===== src/rtl/qph_pkg.sv =====
// Shared types and constants for the quadratic-probe hash table.
// No dependencies.
`timescale 1ns / 1ps

package qph_pkg;

  localparam int SIZE_W    = 15;
  localparam int SLOT_W    = 14;
  localparam int COUNT_W   = 15;
  localparam int OUTCOME_W = 3;

  localparam logic [SIZE_W-1:0] TABLE_SIZE_RST = 15'd16381;

  localparam logic OP_INSERT = 1'b0;
  localparam logic OP_LOOKUP = 1'b1;

  localparam logic [OUTCOME_W-1:0] OUT_INSERTED      = 3'd0;
  localparam logic [OUTCOME_W-1:0] OUT_INSERT_FAILED = 3'd1;
  localparam logic [OUTCOME_W-1:0] OUT_FOUND         = 3'd2;
  localparam logic [OUTCOME_W-1:0] OUT_EMPTY         = 3'd3;
  localparam logic [OUTCOME_W-1:0] OUT_EXHAUSTED     = 3'd4;

  typedef enum logic [2:0] {
    ST_CLEAR,
    ST_IDLE,
    ST_DIV,
    ST_INIT,
    ST_READ,
    ST_CHECK
  } state_t;

  typedef struct packed {
    logic clr;
    logic start;
    logic div_step;
    logic probe_init;
    logic rd;
    logic advance;
    logic wr;
    logic out_load;
  } cmd_t;

  typedef struct packed {
    logic clr_done;
    logic div_done;
    logic slot_empty;
    logic key_match;
    logic last_probe;
    logic is_lookup;
    logic out_busy;
  } sts_t;

endpackage


===== src/rtl/qph_ctrl.sv =====
// Sequencer: clearing pass, key reduction, probe read/check loop, result handoff.
// Depends on qph_pkg.
`timescale 1ns / 1ps

module qph_ctrl (
  input  logic          clk,
  input  logic          rst_n,
  input  logic          in_valid,
  output logic          in_ready,
  input  qph_pkg::sts_t sts,
  output qph_pkg::cmd_t cmd
);

  qph_pkg::state_t state_r, state_nxt;
  logic            stop;

  always_ff @(posedge clk) begin
    if (!rst_n) begin
      state_r <= qph_pkg::ST_CLEAR;
    end else begin
      state_r <= state_nxt;
    end
  end

  assign stop = sts.slot_empty || (sts.is_lookup && sts.key_match) || sts.last_probe;

  always_comb begin
    state_nxt = state_r;
    cmd       = '0;
    in_ready  = 1'b0;
    unique case (state_r)
      qph_pkg::ST_CLEAR: begin
        cmd.clr = 1'b1;
        if (sts.clr_done) begin
          state_nxt = qph_pkg::ST_IDLE;
        end
      end
      qph_pkg::ST_IDLE: begin
        in_ready = 1'b1;
        if (in_valid) begin
          cmd.start = 1'b1;
          state_nxt = qph_pkg::ST_DIV;
        end
      end
      qph_pkg::ST_DIV: begin
        if (sts.div_done) begin
          state_nxt = qph_pkg::ST_INIT;
        end else begin
          cmd.div_step = 1'b1;
        end
      end
      qph_pkg::ST_INIT: begin
        cmd.probe_init = 1'b1;
        state_nxt      = qph_pkg::ST_READ;
      end
      qph_pkg::ST_READ: begin
        cmd.rd    = 1'b1;
        state_nxt = qph_pkg::ST_CHECK;
      end
      qph_pkg::ST_CHECK: begin
        if (stop) begin
          // hold here until the output register can take the result
          if (!sts.out_busy) begin
            cmd.out_load = 1'b1;
            cmd.wr       = !sts.is_lookup && sts.slot_empty;
            state_nxt    = qph_pkg::ST_IDLE;
          end
        end else begin
          cmd.advance = 1'b1;
          state_nxt   = qph_pkg::ST_READ;
        end
      end
      default: begin
        state_nxt = qph_pkg::ST_CLEAR;
      end
    endcase
  end

endmodule


===== config.mk =====
export PLATFORM = sky130hd
export DESIGN_NAME = qph_ctrl
export DESIGN_NICKNAME = d
export VERILOG_FILES = /design/src/rtl/qph_pkg.sv /design/src/rtl/qph_ctrl.sv
export SDC_FILE = /design/constraint.sdc
export NUM_CORES = 1
export LEC_CHECK = 0
export ABC_AREA = 1
export BUFFER_PORTS_ARGS = -buffer_cell sky130_fd_sc_hd__buf_2
export CORE_AREA = 2 2 39 41
export DETAILED_ROUTE_END_ITERATION = 8
export DIE_AREA = 0 0 41 43
export GPL_TIMING_DRIVEN = 0
export SETUP_SLACK_MARGIN = 0.2
export SYNTH_ARGS = -nofsm -noshare
export SYNTH_HDL_FRONTEND = slang
export SYNTH_SLANG_ARGS = --single-unit
export TNS_END_PERCENT = 30

===== constraint.sdc =====
create_clock -name clk -period 1.5 [get_ports clk]
set_clock_uncertainty 0.05 [all_clocks]
set_input_delay 0.3 -clock clk [delete_from_list [all_inputs] [get_ports clk]]
set_output_delay 0.3 -clock clk [all_outputs]
set_load 0.02 [all_outputs]

==> reports/metrics.yaml <==
synth_warnings: 0
num-nets-final: 95
critPathRequiredTime_ns: 1.15
tightest_slew_ns: 0.1864
p_comb_share_pct: 69.9
syn2layout_area_growth_pct: 113.9
netlist_top_cells_area: "sky130_fd_sc_hd__dfxtp_1 (20%), sky130_fd_sc_hd__nand3_2 (13%), sky130_fd_sc_hd__nand2_1 (11%), sky130_fd_sc_hd__nor2_1 (10%), sky130_fd_sc_hd__inv_1 (8.8%)"
r2r_cells: 11
grt_pass1_vias: 363
irDropWorstVdd_v: 0.0005478
cts_tree: "yes"
synth.yosys.seq_area_share_pct: 20.17
setup_ws_ns: -0.02983
p_per_area_nw_per_um2: 1468
gp_congestion: 0.7813
input_output_buffers: 18
timing.critical_path.from_type: "flip-flop"
fp.dieArea_um2: 1763
cts-root-to-sink-buffers: 2
syn-instance-count: 50
num_rows: 14
design.portCount: 19
crit_type: "flip-flop to output port"
end_kind: "output port"
post-dp-hpwl_um: 611
timing.critical_path.depth: 8
path_delay_family: "simple AND/OR/NAND/NOR gates"
timing.final.crit_share_pct: 102.0
crit_slowest_cell: "sky130_fd_sc_hd__dfxtp_4"
outcome: "finished with violations"
registers.top_by_ff_count: "state_r"
r2r_setup_slack_ns: 0.12
critical_path.max_fanout: 2
rsz0062_at_grt: "yes"
synth_compound_area_share_pct: 5.882
synth.net_count: 60
clkLatencyLatePin_ns: 0.23
post_synthesis_cell_area_um2: 297.8
p_switching_mw: 0.4144
post_synthesis_area_per_instance_um2: 5.956
yosysUniqueCellTypes: 17
slew_headroom_pct: 87.51
reg.largest.list: "state_r: 3 flops"
design_area_final_um2: 636.9
cellLeakagePower_nw: 0.3361
cts-htree-levels: 1
synth-simple-area-share_pct: 59.66
remaining_drc_errors: 0
timing.critical_path.buf_inv: 3
grt_antenna_before_repair: 0
cts_inserted_buffers: 3
share_of_cell_area_taken_by_muxes_after_synthesis_pct: 0
drt-wirelength-per-cell_um: 9.710
detail_route.wirelength_um: 971
ratio_of_cells_with_drive_above_1_in_the_final_layout_pct: 70.24
end_of_the_critical_path: "cmd[1]"
timing_max_transition_violations_final: 0
synth_area_leader_cell: "sky130_fd_sc_hd__dfxtp_1"
drv_cap: 0
r2r_end: "state_r[1]"
detail_route.iter0.violations: 10
cpMostUsedCell: "sky130_fd_sc_hd__nor2_4"
global_route.usage.total_pct: 10.43
dominant_combinational_cell_family_by_area_after_synthesis: "simple AND/OR/NAND/NOR gates"
cell_by_cell_listing_of_the_critical_path: "inv_4 > nand3_2 > inv_2 > nand2_4 > nor2_4 > nand2_2 > nor2_4 > buf_6"
numPlacedInstances: 84
hold_path.class: "input pin to flip-flop"
grt_first_pass_wirelength_mm: 1.248
seqPwrFrac_pct: 14.9
violations: "setup timing"
clk_pin_slew_worst_paths_ns: 0.04
period_needed_ns: 1.530
worstReg2RegStart: "state_r[0]"
yosysTopAreaCellShare_pct: 20.17
timing.final.hold_violations: 0
power.share.clock_pct: 15.3
p_sw_share_pct: 44.33
internal_power_mw: 0.5203
synthesized_flop_and_latch_total: 3
die_h_um: 43
final_number_of_setup_violating_endpoints: 3
firstDrtPassIters: 4
synth_xor_area_share_pct: 0
post-place-ws_ns: 0.03462
vias: 438
initial_utilization_pct: 21.52
insertedDiodeCount: 0
area_of_the_placeable_core_um2: 1384
number_of_clock_sinks_seen_by_cts: 3
cts_root_buffer: "sky130_fd_sc_hd__clkbuf_4"
die_width_um: 41
fin_cells: 100
cpPeakStageDelay_ns: 0.34
cp.arrival_ns: 1.18
postRouteAntennaNets: 0
largest_register_ffs: 3
viasPerCell: 4.380
max_freq_ghz: 0.6537
tns_ns: -0.06624
place_area_um2: 436.7
fin_total_pwr_mw: 0.9347
cp-startpoint: "state_r[1]"
grt_max_degree: 6
synth_adder_area_share_pct: 0
globalRoute.totalOverflow: 0
cts.hold.buffers_added: 0
area by class of cell:
type,count,area [um2]
Inverter,10,42.54
Sequential cell,3,68.82
Tap cell,16,20.02
Fill cell,150,747.0
Clock buffer,4,26.28
Multi-Input combinational cell,36,256.5
Buffer,1,11.26
Timing Repair Buffer,30,211.5
power groups by stage:
stage	sequential, mW	clock (mW)	combinational, mW
finish	0.139	0.143	0.653
global route	0.140	0.157	0.709
CTS	0.142	0.149	0.523
detailed placement	0.140	0	0.428
global placement	0.139	0	0.425
floorplan	0.134	0	0.331
kinds of logic after synthesis:
group                  Yosys count
AOI/OAI and AO/OA                3
DFF                              3
and+or+nand+nor                 33
buffers and inverters           11
layer usage:
layer | GRT usage, % | up-vias | routed length [um]
met1 | 9.295 | 196 | 350
met4 | 4.000 | 0 | 0
met3 | 5.236 | 0 | 86
met5 | 0 | - | 0
li1 | - | 227 | -
met2 | 18.44 | 15 | 535
worst register-to-register path: cells and delay by family (launching register included):
| family | cells | cell delay, ns |
|---|---|---|
| buffers and inverters | 5 | 0.52 |
| DFF | 1 | 0.31 |
| and+or+nand+nor | 6 | 0.43 |
worst min path at each step:
stage          slack, ns  startpoint  cells after the start          to
2_1_floorplan       0.36       rst_n                      2  state_r[1]
3_3_place_gp        0.47  state_r[1]                      2  state_r[1]
3_5_place_dp        0.48  state_r[1]                      2  state_r[1]
4_1_cts             0.25       rst_n                      3  state_r[1]
5_1_grt             0.25       rst_n                      3  state_r[1]
6_report            0.25       rst_n                      3  state_r[1]
Yosys cell counts (all sizes together):
cell	n
a21boi	1
o21ai	1
nand3	6
nand4	1
buf	1
inv	10
nor3	4
dfxtp	3
nor2	11
a21oi	1
nand3b	1
nand2	10
timing repair:
item,in CTS,in global routing
setup endpoints to repair,9,11
gates resized for setup,14,12
pin swaps,4,4
endpoints found under the hold margin,0,0
buffers inserted,7,5
placed cells by master (no fill, tap or decap), drive strengths merged:
| cell | instances |
|---|---|
| inv | 10 |
| nor3 | 4 |
| a21boi | 1 |
| nand3b | 1 |
| dfxtp | 3 |
| nand3 | 6 |
| o21ai | 1 |
| buf | 31 |
| a21oi | 1 |
| nand4 | 1 |
| clkbuf | 4 |
| nand2 | 10 |
| nor2 | 11 |
stage by stage:
step / util, % / hold WS (ns)
floorplan: - / 0.3632
global placement: 31.56 / 0.4690
detailed placement: 31.56 / 0.4766
CTS: 39.96 / 0.2492
global route: 46.02 / 0.2517
finish: 46.02 / 0.2540
No activity file was read; power rests on OpenSTA's default activity.
